**src/sv/rlsf_pkg.sv**
```systemverilog
// ----------------------------------------------------------------------------
// rlsf_pkg - shared types and constants of the RGB LED strip frame sender
// Item codes, status codes, register map, and the command and status
// bundles that run between the controller and the datapath.
// ----------------------------------------------------------------------------
package rlsf_pkg;

	localparam int MAX_PIXELS = 1024;
	localparam int PIX_AW     = $clog2(MAX_PIXELS);
	localparam int LEN_W      = PIX_AW + 1;
	localparam int CNT_W      = 16;
	localparam int PIX_W      = 24;
	localparam int CFG_AW     = 4;
	localparam int CFG_DW     = 32;

	localparam logic [CNT_W-1:0] LATCH_HOLD_RST = 16'd1000;
	localparam logic [CNT_W-1:0] CNT_MAX        = 16'hFFFF;

	typedef enum logic [1:0] {
		FN_WRITE = 2'd0,
		FN_CLEAR = 2'd1,
		FN_SEND  = 2'd2,
		FN_TICK  = 2'd3
	} func_t;

	typedef enum logic [1:0] {
		ST_OK    = 2'd0,
		ST_RANGE = 2'd1,
		ST_BUSY  = 2'd2
	} status_t;

	typedef enum logic [1:0] {
		REG_STRIP_LENGTH   = 2'd0,
		REG_AUTO_SEND      = 2'd1,
		REG_REFRESH_PERIOD = 2'd2,
		REG_LATCH_HOLD     = 2'd3
	} reg_idx_t;

	typedef struct packed {
		logic [LEN_W-1:0] used_len;
		logic             auto_send;
		logic [CNT_W-1:0] refresh_period;
		logic [CNT_W-1:0] latch_hold;
	} cfg_t;

	typedef struct packed {
		logic sweep;     // clear one pixel memory entry
		logic clr_done;  // finish a clear item after its sweep
		logic exec;      // execute the accepted item
		logic rd;        // read the current pixel
		logic bit_done;  // finish a first-half tick with the read data
	} cmd_t;

	typedef struct packed {
		logic frame_active;
		logic latch_phase;
		logic half_phase;
		logic sweep_last;
		logic out_valid;
	} sts_t;

endpackage

```
**src/sv/rlsf_ctrl.sv**
```systemverilog
// ----------------------------------------------------------------------------
// rlsf_ctrl - sequencing controller
// Decides per accepted item whether it completes directly, needs a pixel
// read first, or needs a sweep of the pixel memory; drives the datapath.
// ----------------------------------------------------------------------------
module rlsf_ctrl (
	input  logic                clk,
	input  logic                arst_n,
	input  logic                req_valid,
	input  logic [1:0]          req_func,
	input  logic                rsp_ready,
	input  rlsf_pkg::sts_t      sts,
	output logic                req_ready,
	output rlsf_pkg::cmd_t      cmd
);
	import rlsf_pkg::*;

	typedef enum logic [2:0] {
		S_CLEAR = 3'b001,
		S_IDLE  = 3'b010,
		S_READ  = 3'b100
	} state_t;

	state_t state_q, state_d;
	logic   pend_q, pend_d;
	func_t  func;

	assign func = func_t'(req_func);

	always_comb begin
		cmd       = '0;
		req_ready = 1'b0;
		state_d   = state_q;
		pend_d    = pend_q;
		case (state_q)
			S_CLEAR: begin
				cmd.sweep = 1'b1;
				if (sts.sweep_last) begin
					cmd.clr_done = pend_q;
					pend_d       = 1'b0;
					state_d      = S_IDLE;
				end
			end
			S_IDLE: begin
				req_ready = !sts.out_valid || rsp_ready;
				if (req_valid && req_ready) begin
					if (func == FN_TICK && sts.frame_active && !sts.latch_phase &&
					    !sts.half_phase) begin
						cmd.rd  = 1'b1;
						state_d = S_READ;
					end else if (func == FN_CLEAR && !sts.frame_active) begin
						pend_d  = 1'b1;
						state_d = S_CLEAR;
					end else begin
						cmd.exec = 1'b1;
					end
				end
			end
			S_READ: begin
				cmd.bit_done = 1'b1;
				state_d      = S_IDLE;
			end
			default: state_d = S_IDLE;
		endcase
	end

	// Start in a sweep so every valid bit is cleared after reset.
	always_ff @(posedge clk or negedge arst_n) begin
		if (!arst_n) begin
			state_q <= S_CLEAR;
			pend_q  <= 1'b0;
		end else begin
			state_q <= state_d;
			pend_q  <= pend_d;
		end
	end

endmodule

```
**config.mk**
```make
export PLATFORM = sky130hd
export DESIGN_NAME = rlsf_ctrl
export DESIGN_NICKNAME = d
export VERILOG_FILES = /design/src/sv/rlsf_pkg.sv /design/src/sv/rlsf_ctrl.sv
export SDC_FILE = /design/constraint.sdc
export NUM_CORES = 1
export LEC_CHECK = 0
export ABC_AREA = 1
export BUFFER_PORTS_ARGS = -buffer_cell sky130_fd_sc_hd__buf_2
export CAP_MARGIN = 15
export CORE_AREA = 2 2 39 41
export DETAILED_ROUTE_END_ITERATION = 10
export DIE_AREA = 0 0 41 43
export PLACE_DENSITY = 0.42
export REMOVE_ABC_BUFFERS = 1
export SYNTH_ARGS = -nofsm -noshare
export SYNTH_HDL_FRONTEND = slang
export SYNTH_SLANG_ARGS = --single-unit
```
**constraint.sdc**
```tcl
create_clock -name clk -period 1.62 [get_ports clk]
set_input_delay 0.324 -clock clk [delete_from_list [all_inputs] [get_ports clk]]
set_output_delay 0.324 -clock clk [all_outputs]
set_load 0.01 [all_outputs]
```
**Yosys cells after proc, flatten, opt, wreduce, memory -nomap -nowiden**

Index checks and enable logic that the tools add are counted.

- Register bits: 4
- Bits of input ports: 11
- Output and inout port bits: 6
- Word-level logic and storage cells: 44

- Equality and inequality tests: 10
- Mux-type cells: 19
- Reduce and logical (&&, ||, !) cells: 13

Operator list:

| cell | number |
|---|---|
| $mux 3 | 4 |
| $mux 1 | 10 |
| $ne 2x2->1 const B | 4 |
| $mux 2 | 3 |
| $pmux 3 s2 | 1 |
| $logic_and 1x1->1 | 5 |
| $reduce_and 5->1 | 1 |
| $logic_not 1->1 | 4 |
| $eq 3x1->1 const B | 1 |
| $eq 3x2->1 const B | 1 |
| $eq 3x3->1 const B | 1 |
| $ne 3x3->1 const B | 1 |
| $reduce_and 3->1 | 1 |
| $eq 2x1->1 const B | 1 |
| $eq 2x2->1 const B | 1 |
| $pmux 1 s2 | 1 |
| $reduce_bool 2->1 | 1 |
| $logic_or 1x1->1 | 1 |

**Longest topological paths before layout**

- Depth in word-level cells: 7
- Depth in mapped cells: 8
- Mapped depth without buffers: 8

**Worst setup path after synthesis**

Ideal clock, no wire load.

- Kind: register to output
- Start: reg state_q[0]
- End: out cmd[2] (netlist bit)
- Arrival time: 0.945 ns
- Data required time: 1.296 ns
- Setup slack: 0.351 ns
- Cell stages (with the launch flop): 6
- Cells stage by stage: dfstp_2 > inv_1 > nand3_2 > a21oi_2 > nand2_2 > nor2_1

RTL lines:

| element | RTL line | text |
|---|---|---|
| start: declaration | rlsf_ctrl.sv:24 | `state_t state_q, state_d;` |
| start signal: assignment | rlsf_ctrl.sv:73 | `state_q <= state_d;` |
| end: declaration | rlsf_ctrl.sv:14 | `output rlsf_pkg::cmd_t cmd` |

==> metrics.md <==
| Metric | Value |
|---|---|
| Vias | approximately 360 |
| Pwr/cell area | between 1500 and 2000 nW/um^2 |
| Die area | 1760 um^2 |
| Simple-gate portion of the synthesized area | 0.513 |
| Worst-skew pair later-pin latency | 0.24 ns |
| Gr usage total | 0.0907 |
| Final min period | between 1.5 and 2 ns |
| Residual DRC count | 0 |
| Critical Path End Type | output port |
| Row count | 14 |
| First-pass GRT wire length | just over 1000 um |
| Synth top area share | 0.252 |
| Adder-Cell Fraction of Synth Area | 0 |
| Synth Instances | 43 |
| CP Buf/Inv Count | 2 |
| Top Family by Delay on Critical Path | flip-flops |
| Synth Area in Compound Gates | 0.0714 |
| Arrival time worst endpoint | ~1.3 ns |
| Inst Count DP | 75 |
| Diodes inserted | 0 |
| Filler Cells Inserted | between 150 and 200 |
| Drt wl/cell | around 8.9 um |
| Sequential Power Share | 0.231 |
| Vias in the first global route | a little under 300 |
| Reg clk slew, reported paths | around 0.04 ns |
| RePlAce Congestion | around 0.71 |
| Synth area leader | dfrtp_1 |
| Share of cells above drive strength 1 | 0.485 |
| CP startpoint | state_q[0]$_DFFE_PN1P_ |
| Number of vias per cell | 4.26 |
| Clock buffer depth | 2 |
| Mux cell area share after synthesis | 0 |
| Hold path start | sts[3] |
| Port Buf Inserts | 16 |
| Rel. slew slack | 0.866 |
| Syn_area_per_cell | roughly 6.9 um^2 |
| Initial drt markers | 10 |
| Int Power | 474 uW |
| Data required, critical path | 1.30 ns |
| Comb power frac | 0.592 |
| Mapped Area | 298 um^2 |
| Synth Area in XOR/XNOR | 0 |
| Syn. warnings | 0 |
| Initial core utilization | 0.215 |
| Switching part of the total power | 0.418 |
| Total wire length | approximately 740 um |
| Num Clock Sinks | 4 |
| Largest net degree at the start of global routing | 6 |
| Max FO, Critical Path | 5 |
| Final nets | 80 |
| Final Hold Fails | 0 |
| Slew Viols, Final | 0 |
| Clock Power Share | 0.176 |
| CTS Buf Count | 3 |
| Number of I/O pins | 17 |
| Post-Layout Cell Count | 84 |
| Clock Skew | around 0.0013 ns |
| Largest family of logic cells by synthesized area | simple AND/OR/NAND/NOR gates |
| Commonest non-fill, non-tap cells in the layout | buf_2 (16), nand2_1 (14), inv_1 (5), nor2_1 (4), buf_4 (4) |
| Period utilisation layout | 0.976 |
| Detailed Routing Iterations Pass 1 | 4 |
| Slowest cell on crit path | dfstp_2 |
| H-Tree Depth | 1 |
| Synth area leaders | dfrtp_1 (25%), nand2_1 (18%), dfstp_2 (8.8%) |
| Psw | between 300 and 400 uW |
| Initial antenna violation count | 0 |
| Most common cell after layout, fill and taps aside | buf_2 |
| Leak Pwr | about 0.00027 uW |
| Die W | about 40 um |
| Area Overhead vs Synth | 60.9% |
| Die H | between 40 and 50 um |
| Hpwl dp | about 540 um |
| Fmax | between 600 and 700 MHz |
| CTS tree | yes |
| Setup CP Type | flop to output port |
| Dpl cell area | 398 um^2 |
| Core box area | 1380 um^2 |
| Status | finished, final reports clean |
| Gr ovfl total | 0 |
| Final setup vio count | 0 |
| Synth unique cells | 16 |
| RSZ-0062 raised after global routing | true |
| Cells along the critical path | inv_1 > nand3_4 > a21oi_4 > nand2_2 > nor2_1 > buf_2 |
| Finished layout cell area | 479 um^2 |
| Total of max-cap violations | 0 |
| Sequential fraction of the synthesis area | 0.340 |
| Root Buffer Master | clkbuf_4 |
| Hold crit path type | primary input to flop |
| Post-route ant nets | 0 |
| R2R Path Start | state_q[0]$_DFFE_PN1P_ |
| VDD IR max | between 0.0006 and 0.0007 V |
| CP peak stage delay | around 0.54 ns |
| Critical Path Source Type | flop |
| Worst-Margin Slew | roughly 0.2 ns |
| Number of synthesized register bits | 4 |
[kinds of logic after synthesis]
kind of cell	after synthesis
AND/OR/NAND/NOR	30
buffers and inverters	6
flip-flops	4
AO/OA/AOI/OAI	3
[timing repair]
| action | in CTS | in global routing |
|---|---|---|
| endpoints found under the setup margin | 1 | 1 |
| hold endpoints to repair | 3 | 0 |
| buffers inserted | 1 | 3 |
| hold buffers | 1 | 0 |
| pin swaps | 0 | 1 |
| resized for setup | 0 | 2 |
[final timing paths]
kind                            cells after the start  slack, ns                endpoint
worst max register to register                      6       0.43      pend_q$_DFFE_PN0P_
worst min register to register                      2       0.49      pend_q$_DFFE_PN0P_
min in group asynchronous                           2       0.43  state_q[1]$_DFFE_PN0P_
worst max-delay path                                6       0.04                  cmd[2]
worst min-delay path                                4       0.38  state_q[2]$_DFFE_PN0P_
max in group asynchronous                           2       0.99  state_q[0]$_DFFE_PN1P_
[stage by stage]
stage          setup TNS (ns)  power [uW]  setup slack (ns)  utilization  hold WS [ns]
3_3_place_gp                0         539             0.263        0.288         0.133
5_1_grt               -0.0399         895           -0.0399        0.346         0.403
2_1_floorplan               0         443             0.351            -        0.0284
4_1_cts                     0         707           0.00674        0.319         0.377
3_5_place_dp                0         536             0.245        0.288         0.129
6_report                    0         815            0.0382        0.346         0.383
[synth_stat cells]
library cell  instances
o211ai_1              1
inv_1                 5
a21oi_1               1
nand3_2               2
nor2_4                1
nand2_1              14
nor2_1                4
nor3_1                3
dfrtp_1               3
nand2_2               2
nand4_1               1
nand3b_1              1
inv_2                 1
dfstp_2               1
a21oi_2               1
nor2_2                2
[power groups by stage]
| stage | combinational (uW) | sequential (uW) | clock [uW] |
|---|---|---|---|
| after global routing | 549 | 194 | 152 |
| after CTS | 375 | 189 | 143 |
| after global placement | 346 | 193 | 0 |
| after detailed placement | 345 | 191 | 0 |
| final | 483 | 189 | 144 |
| after floorplan | 261 | 182 | 0 |
[routing by layer]
layer  wire (um)  part of all wire  global-route usage
met1         296              0.40              0.0977
met2         377              0.51               0.141
met3          51             0.069              0.0157
met4          18             0.024              0.0800
met5           0                 0                   0
[layout make-up]
| class | count | area (um^2) | area share |
|---|---|---|---|
| multi-input combinational | 33 | 189 | 0.394 |
| timing repair buffer | 21 | 120 | 0.251 |
| inverter | 6 | 22.5 | 0.0470 |
| tap | 16 | 20.0 | 0.0418 |
| sequential | 4 | 101 | 0.211 |
| clock buffer | 4 | 26.3 | 0.0548 |
[sequential cells by signal (all words and copies together) (netlist names)]
signal and flops:
state_q 3, pend_q 1
[worst register-to-register path: cells and delay by family, from the launching register on]
kind                   cells  cell delay, ns
buffers and inverters      2            0.17
flip-flops                 1            0.54
AND/OR/NAND/NOR            4            0.38
Power figures use the tool's default switching activity.
