===== config.mk =====
export PLATFORM = sky130hd
export DESIGN_NAME = rlsf_regs
export DESIGN_NICKNAME = d
export VERILOG_FILES = /design/src/sv/rlsf_pkg.sv /design/src/sv/rlsf_regs.sv
export SDC_FILE = /design/constraint.sdc
export NUM_CORES = 1
export LEC_CHECK = 0
export ABC_CLOCK_PERIOD_IN_PS = 2400
export BUFFER_PORTS_ARGS = -buffer_cell sky130_fd_sc_hd__buf_2
export CORE_MARGIN = 2
export CORE_UTILIZATION = 47
export CTS_BUF_LIST = sky130_fd_sc_hd__clkbuf_4 sky130_fd_sc_hd__clkbuf_8
export CTS_CLUSTER_DIAMETER = 120
export DETAILED_ROUTE_END_ITERATION = 6
export GPL_TIMING_DRIVEN = 0
export HOLD_SLACK_MARGIN = 0.06
export PLACE_DENSITY = 0.9
export SLEW_MARGIN = 20
export SYNTH_ARGS = -nofsm -noshare
export SYNTH_HDL_FRONTEND = slang
export SYNTH_SLANG_ARGS = --single-unit

===== constraint.sdc =====
create_clock -name clk -period 2.4 [get_ports clk]
set_clock_uncertainty 0.15 [all_clocks]
set_input_delay 0.48 -clock clk [delete_from_list [all_inputs] [get_ports clk]]
set_output_delay 0.48 -clock clk [all_outputs]
set_load 0.05 [all_outputs]

===== src/sv/rlsf_pkg.sv =====
// ----------------------------------------------------------------------------
// rlsf_pkg - shared types and constants of the RGB LED strip frame sender
// Item codes, status codes, register map, and the command and status
// bundles that run between the controller and the datapath.
// ----------------------------------------------------------------------------
package rlsf_pkg;

	localparam int MAX_PIXELS = 1024;
	localparam int PIX_AW     = $clog2(MAX_PIXELS);
	localparam int LEN_W      = PIX_AW + 1;
	localparam int CNT_W      = 16;
	localparam int PIX_W      = 24;
	localparam int CFG_AW     = 4;
	localparam int CFG_DW     = 32;

	localparam logic [CNT_W-1:0] LATCH_HOLD_RST = 16'd1000;
	localparam logic [CNT_W-1:0] CNT_MAX        = 16'hFFFF;

	typedef enum logic [1:0] {
		FN_WRITE = 2'd0,
		FN_CLEAR = 2'd1,
		FN_SEND  = 2'd2,
		FN_TICK  = 2'd3
	} func_t;

	typedef enum logic [1:0] {
		ST_OK    = 2'd0,
		ST_RANGE = 2'd1,
		ST_BUSY  = 2'd2
	} status_t;

	typedef enum logic [1:0] {
		REG_STRIP_LENGTH   = 2'd0,
		REG_AUTO_SEND      = 2'd1,
		REG_REFRESH_PERIOD = 2'd2,
		REG_LATCH_HOLD     = 2'd3
	} reg_idx_t;

	typedef struct packed {
		logic [LEN_W-1:0] used_len;
		logic             auto_send;
		logic [CNT_W-1:0] refresh_period;
		logic [CNT_W-1:0] latch_hold;
	} cfg_t;

	typedef struct packed {
		logic sweep;     // clear one pixel memory entry
		logic clr_done;  // finish a clear item after its sweep
		logic exec;      // execute the accepted item
		logic rd;        // read the current pixel
		logic bit_done;  // finish a first-half tick with the read data
	} cmd_t;

	typedef struct packed {
		logic frame_active;
		logic latch_phase;
		logic half_phase;
		logic sweep_last;
		logic out_valid;
	} sts_t;

endpackage


===== src/sv/rlsf_regs.sv =====
// ----------------------------------------------------------------------------
// rlsf_regs - configuration registers
// APB-style register file; pready is tied high, writes land on the access
// cycle. Also clamps the strip length to the buffer depth.
// ----------------------------------------------------------------------------
module rlsf_regs (
	input  logic                         clk,
	input  logic                         arst_n,
	input  logic                         psel,
	input  logic                         penable,
	input  logic                         pwrite,
	input  logic [rlsf_pkg::CFG_AW-1:0]  paddr,
	input  logic [rlsf_pkg::CFG_DW-1:0]  pwdata,
	output logic [rlsf_pkg::CFG_DW-1:0]  prdata,
	output logic                         pready,
	output rlsf_pkg::cfg_t               cfg,
	output logic                         refresh_wr
);
	import rlsf_pkg::*;

	logic [LEN_W-1:0] strip_length_q;
	logic             auto_send_q;
	logic [CNT_W-1:0] refresh_period_q;
	logic [CNT_W-1:0] latch_hold_q;
	logic             wr_en;
	reg_idx_t         idx;

	assign pready = 1'b1;
	assign wr_en  = psel & penable & pwrite;
	assign idx    = reg_idx_t'(paddr[3:2]);

	always_ff @(posedge clk or negedge arst_n) begin
		if (!arst_n) begin
			strip_length_q   <= '0;
			auto_send_q      <= 1'b0;
			refresh_period_q <= '0;
			latch_hold_q     <= LATCH_HOLD_RST;
		end else if (wr_en) begin
			case (idx)
				REG_STRIP_LENGTH:   strip_length_q   <= pwdata[LEN_W-1:0];
				REG_AUTO_SEND:      auto_send_q      <= pwdata[0];
				REG_REFRESH_PERIOD: refresh_period_q <= pwdata[CNT_W-1:0];
				REG_LATCH_HOLD:     latch_hold_q     <= pwdata[CNT_W-1:0];
				default: ;
			endcase
		end
	end

	always_comb begin
		prdata = '0;
		case (idx)
			REG_STRIP_LENGTH:   prdata = CFG_DW'(strip_length_q);
			REG_AUTO_SEND:      prdata = CFG_DW'(auto_send_q);
			REG_REFRESH_PERIOD: prdata = CFG_DW'(refresh_period_q);
			REG_LATCH_HOLD:     prdata = CFG_DW'(latch_hold_q);
			default:            prdata = '0;
		endcase
	end

	assign refresh_wr         = wr_en && (idx == REG_REFRESH_PERIOD);
	assign cfg.used_len       = (strip_length_q > LEN_W'(MAX_PIXELS)) ?
	                            LEN_W'(MAX_PIXELS) : strip_length_q;
	assign cfg.auto_send      = auto_send_q;
	assign cfg.refresh_period = refresh_period_q;
	assign cfg.latch_hold     = latch_hold_q;

endmodule


# Yosys cells after proc, flatten, opt, wreduce, memory -nomap -nowiden
# Cells that the tools add are included.
[op_classes] add_sub_neg=0 mul=0 div_mod_pow=0 n_lt_le_gt_ge=1 eq_ne=3 shifts=0 muxes=2 n_bitwise=2 n_reduce_logical=6
[op_table] cell="32-bit one-hot mux with 4 select lines" n=1
[op_table] cell="11-bit greater-than comparator (second input constant)" n=1
[op_table] cell="11-bit 2-to-1 mux" n=1
[op_table] cell="2-bit AND reduction" n=4
[op_table] cell="2-bit equality test (second input constant)" n=2
[op_table] cell="1-bit AND" n=2
[op_table] cell="2-bit by 1-bit equality test with 1-bit output (second input constant)" n=1
[op_table] cell="2-bit zero test" n=1
[op_table] cell="1-bit logical AND" n=1
[word_totals] regBits=44 latchBits=0 mem_bits_rw=0 rom_bits=0 input_bits=41 out_inout_bits=78 word_cells=18 memories=0

# Depth between registers and ports, before layout
[depth] ltp_word=3 ltp_mapped=5 mapped_depth_nobuf=3

# Worst setup path before layout
# Ideal clock, no wire load.
[synth_timing] path_type="input-to-output" startpoint="input port paddr[2] (netlist name)" endpoint="output port prdata[11] (netlist name)" t_arrival_ns=1.747 required_ns=1.770 slack_ns=0.023 stages=4 path_buffers=2 cell_sequence="buf_2 buf_2 mux2i_1 nor2b_1"
[synth_between] elab_chain_len=2 word_cells_on_any_way=5 classes_between="eq/ne: 3; mux: 1; reduce/logical: 1"
[synth_rtl] item="from (decl)" line_no="rlsf_regs.sv:12" source="input logic [rlsf_pkg::CFG_AW-1:0] paddr,"
[synth_rtl] item="2-bit equality test (tied with other cells)" line_no="rlsf_regs.sv:51" source="case (idx)"
[synth_rtl] item="32-bit one-hot mux with 4 select lines (*)" line_no="rlsf_regs.sv:51"
[synth_rtl] item="to (decl)" line_no="rlsf_regs.sv:14" source="output logic [rlsf_pkg::CFG_DW-1:0] prdata,"
# Mark *: on every way between the ends. The rest lies on a longest branch, timed or not. The select of a mux whose other input is x is not followed.

# Final worst setup path
[layout_timing] startpoint="input port paddr[2] (netlist name)" endpoint="output port prdata[5] (netlist name)"
# Same word-level chain as after synthesis.

==> results.md <==
* Vias in the first global route at 1572
* Register bit total from synthesis at 44
* Commonest non-fill, non-tap cells in the layout: 86 x buf_2, 45 x mux2_2, 38 x dfrtp_1
* Worst EP arrival at 1710 ps
* Worst-skew pair later-pin latency at 290 ps
* Layout net count at 313
* CTS Buf Count at 5
* H-tree Lvls at 2
* Hold_ws at 190 ps
* Worst-Margin Slew at 955 ps
* Die height at 73.4 µm
* Max VDD drop at 0.597 mV
* Hold Path Class: input port to asynchronous set/reset pin
* FP Rows at 25
* Routed Antenna Nets at 0
* RSZ-0062 raised after global routing: no
* Grt ovf at 0
* Largest family of logic cells by synthesized area: multiplexers
* Top Ports at 119
* Vias at 1618
* DR DRC count at 0
* Root Buffer: clkbuf_8
* LEAKAGE at 1.55 nW
* Largest fanout on the critical path at 10
* Die area at 0.00539 mm²
* Count of final max-slew check failures at 0
* GRT Overall Usage at 19.3%
* Setup violations, final at 0
* Post-Synth XOR/XNOR Area at 0%
* Vias per cell at 4.96
* Synth Warn # at 0
* First-pass GRT wire length at 7790 µm
* WL/cell at 15.7 µm
* Number of diodes at 0
* Post-route clock period utilization at 97.4%
* Top cells by area, synth: dfrtp_1 42%, mux2_2 22%, dfstp_2 7.0%
* Crit end category: primary output
* Tmin final at 2340 ps
* Detail Placement HPWL at 3640 µm
* Sequential area share after synthesis at 48.9%
* Fin. Hold Viols at 0
* Post-route setup slack at 62.4 ps
* MaxCap Viol Count at 0
* Mux contribution to synthesized area at 31.5%
* Post-synthesis compound-gate area fraction at 3.87%
* Max-slew headroom at 36.3%
* Chip Width at 73.4 µm
* Pre-antenna DRT Iters at 4
* Yosys cell types at 21
* Post-synthesis simple-gate area fraction at 6.24%
* Core ar. at 0.00469 mm²
* Placed cells at 319
* Starting Density at 48.3%
* Largest net degree at the start of global routing at 45
* CTS tree: yes
* Worst-case clock buffer depth at 2
* Drt total wl at 5110 µm
* Area leader, netlist: dfrtp_1
* Clock-pin slew on the worst setup and hold paths at 80 ps
* WP data required at 1770 ps
* Final Wtd Congestion at 0.695
* Syn Area/Cell at 13.6 µm²
* Area grow syn2layout at 28.9%
* Buffers on Ports at 83
* DP Worst Slack at -248 ps
* Initial antenna violation count at 0
* Commonest non-fill, non-tap cell in the layout: buf_2
* Adder-cell share of the synthesized area at 0%
* CP Launch Type: input port
* Iter 0 DRT Violations at 39
* Ratio of cells with drive above 1 in the final layout at 66.2%
* Setup Crit Path Kind: input port to primary output
* Clock sink count at 44
* Synth top area share at 42.0%
* Synthesized instance count at 167
* Achievable clock frequency at 428 MHz
* Post-Layout Cell Count at 326
* Cell Area, Synth at 0.00227 mm²
* Pwr dens at 1060 mW/mm²
* Status: finished, final reports clean
[power breakdown]
part | switching (W) | internal [W]
registers | 0.000127 | 0.000932
logic | 0.00110 | 0.000440
clock network | 0.000235 | 0.000256
[per-stage QoR]
stage	setup TNS [ps]	area, µm²	utilization (%)	total power (W)
finish	0	2920	62.2	0.00309
global route	0	2920	62.2	0.00324
CTS	0	2920	62.2	0.00312
detailed placement	-2340	2810	59.8	0.00262
global placement	-2460	2810	59.8	0.00259
floorplan	0	2320	-	0.00228
[per-layer routing]
metal | track usage [%] | up-vias | routed length, µm | part of all wire (%)
li1 | - | 763 | - | -
met1 | 26.0 | 792 | 2240 | 44
met2 | 31.6 | 56 | 2560 | 50
met3 | 4.53 | 7 | 271 | 5.3
met4 | 4.85 | 0 | 44 | 0.86
met5 | 0 | - | 0 | 0
[cell usage after synthesis]
| cell type | count |
|---|---|
| buf_4 | 18 |
| mux4_2 | 1 |
| nor2b_1 | 15 |
| nor2_2 | 2 |
| nor3b_1 | 1 |
| dfstp_2 | 6 |
| buf_2 | 5 |
| nand2_1 | 1 |
| dfrtp_1 | 38 |
| or3b_1 | 1 |
| buf_6 | 1 |
| mux2i_1 | 5 |
| clkbuf_1 | 3 |
| buf_12 | 1 |
| nor3_1 | 1 |
| inv_1 | 1 |
| mux2_2 | 45 |
| a22o_1 | 10 |
| conb_1 | 2 |
| nand3_2 | 1 |
| mux2_4 | 9 |
[cells by family after synthesis]
group           Yosys count
compound gates           10
buf+inv                  29
other cells               2
flops                    44
mux                      60
simple gates             22
[worst max-delay path, stage by stage]
cell    delay, ps
buf_2         100
buf_4         190
buf_8         180
mux2_2        350
a22o_1        190
buf_2         210
[flip-flops by register name, indices dropped and copies added, names as in the netlist]
signal and flops:
latch_hold_q 16, refresh_period_q 16, strip_length_q 11, auto_send_q 1
[path summary, 6_finish.rpt]
check                                   startpoint                   end  slack, ps  depth (start not counted)
worst min register to register   strip_length_q[9]     strip_length_q[9]        380                          1
worst min-delay path                        arst_n     strip_length_q[9]        190                          1
min in group clk                        pwdata[11]  refresh_period_q[11]        280                          2
worst max-delay path                      paddr[2]             prdata[5]         60                          6
max in group asynchronous                   arst_n  refresh_period_q[10]       1330                          1
worst max register to register  strip_length_q[10]    strip_length_q[10]       1070                          2
[timing repair]
item / CTS / global route
gates resized for setup: 5 / 1
buffers inserted: 0 / 0
hold buffers: 0 / 0
setup endpoints to repair: 10 / 3
[area by class of cell]
| cell class | count | area [µm²] |
|---|---|---|
| buffer | 28 | 216 |
| multi-input combinational | 109 | 1010 |
| inverter | 1 | 3.75 |
| timing repair buffer | 83 | 415 |
| fill | 394 | 1770 |
| tap | 54 | 67.6 |
| sequential | 44 | 1110 |
| clock buffer | 7 | 96.3 |
No activity file was read; power rests on OpenSTA's default activity.
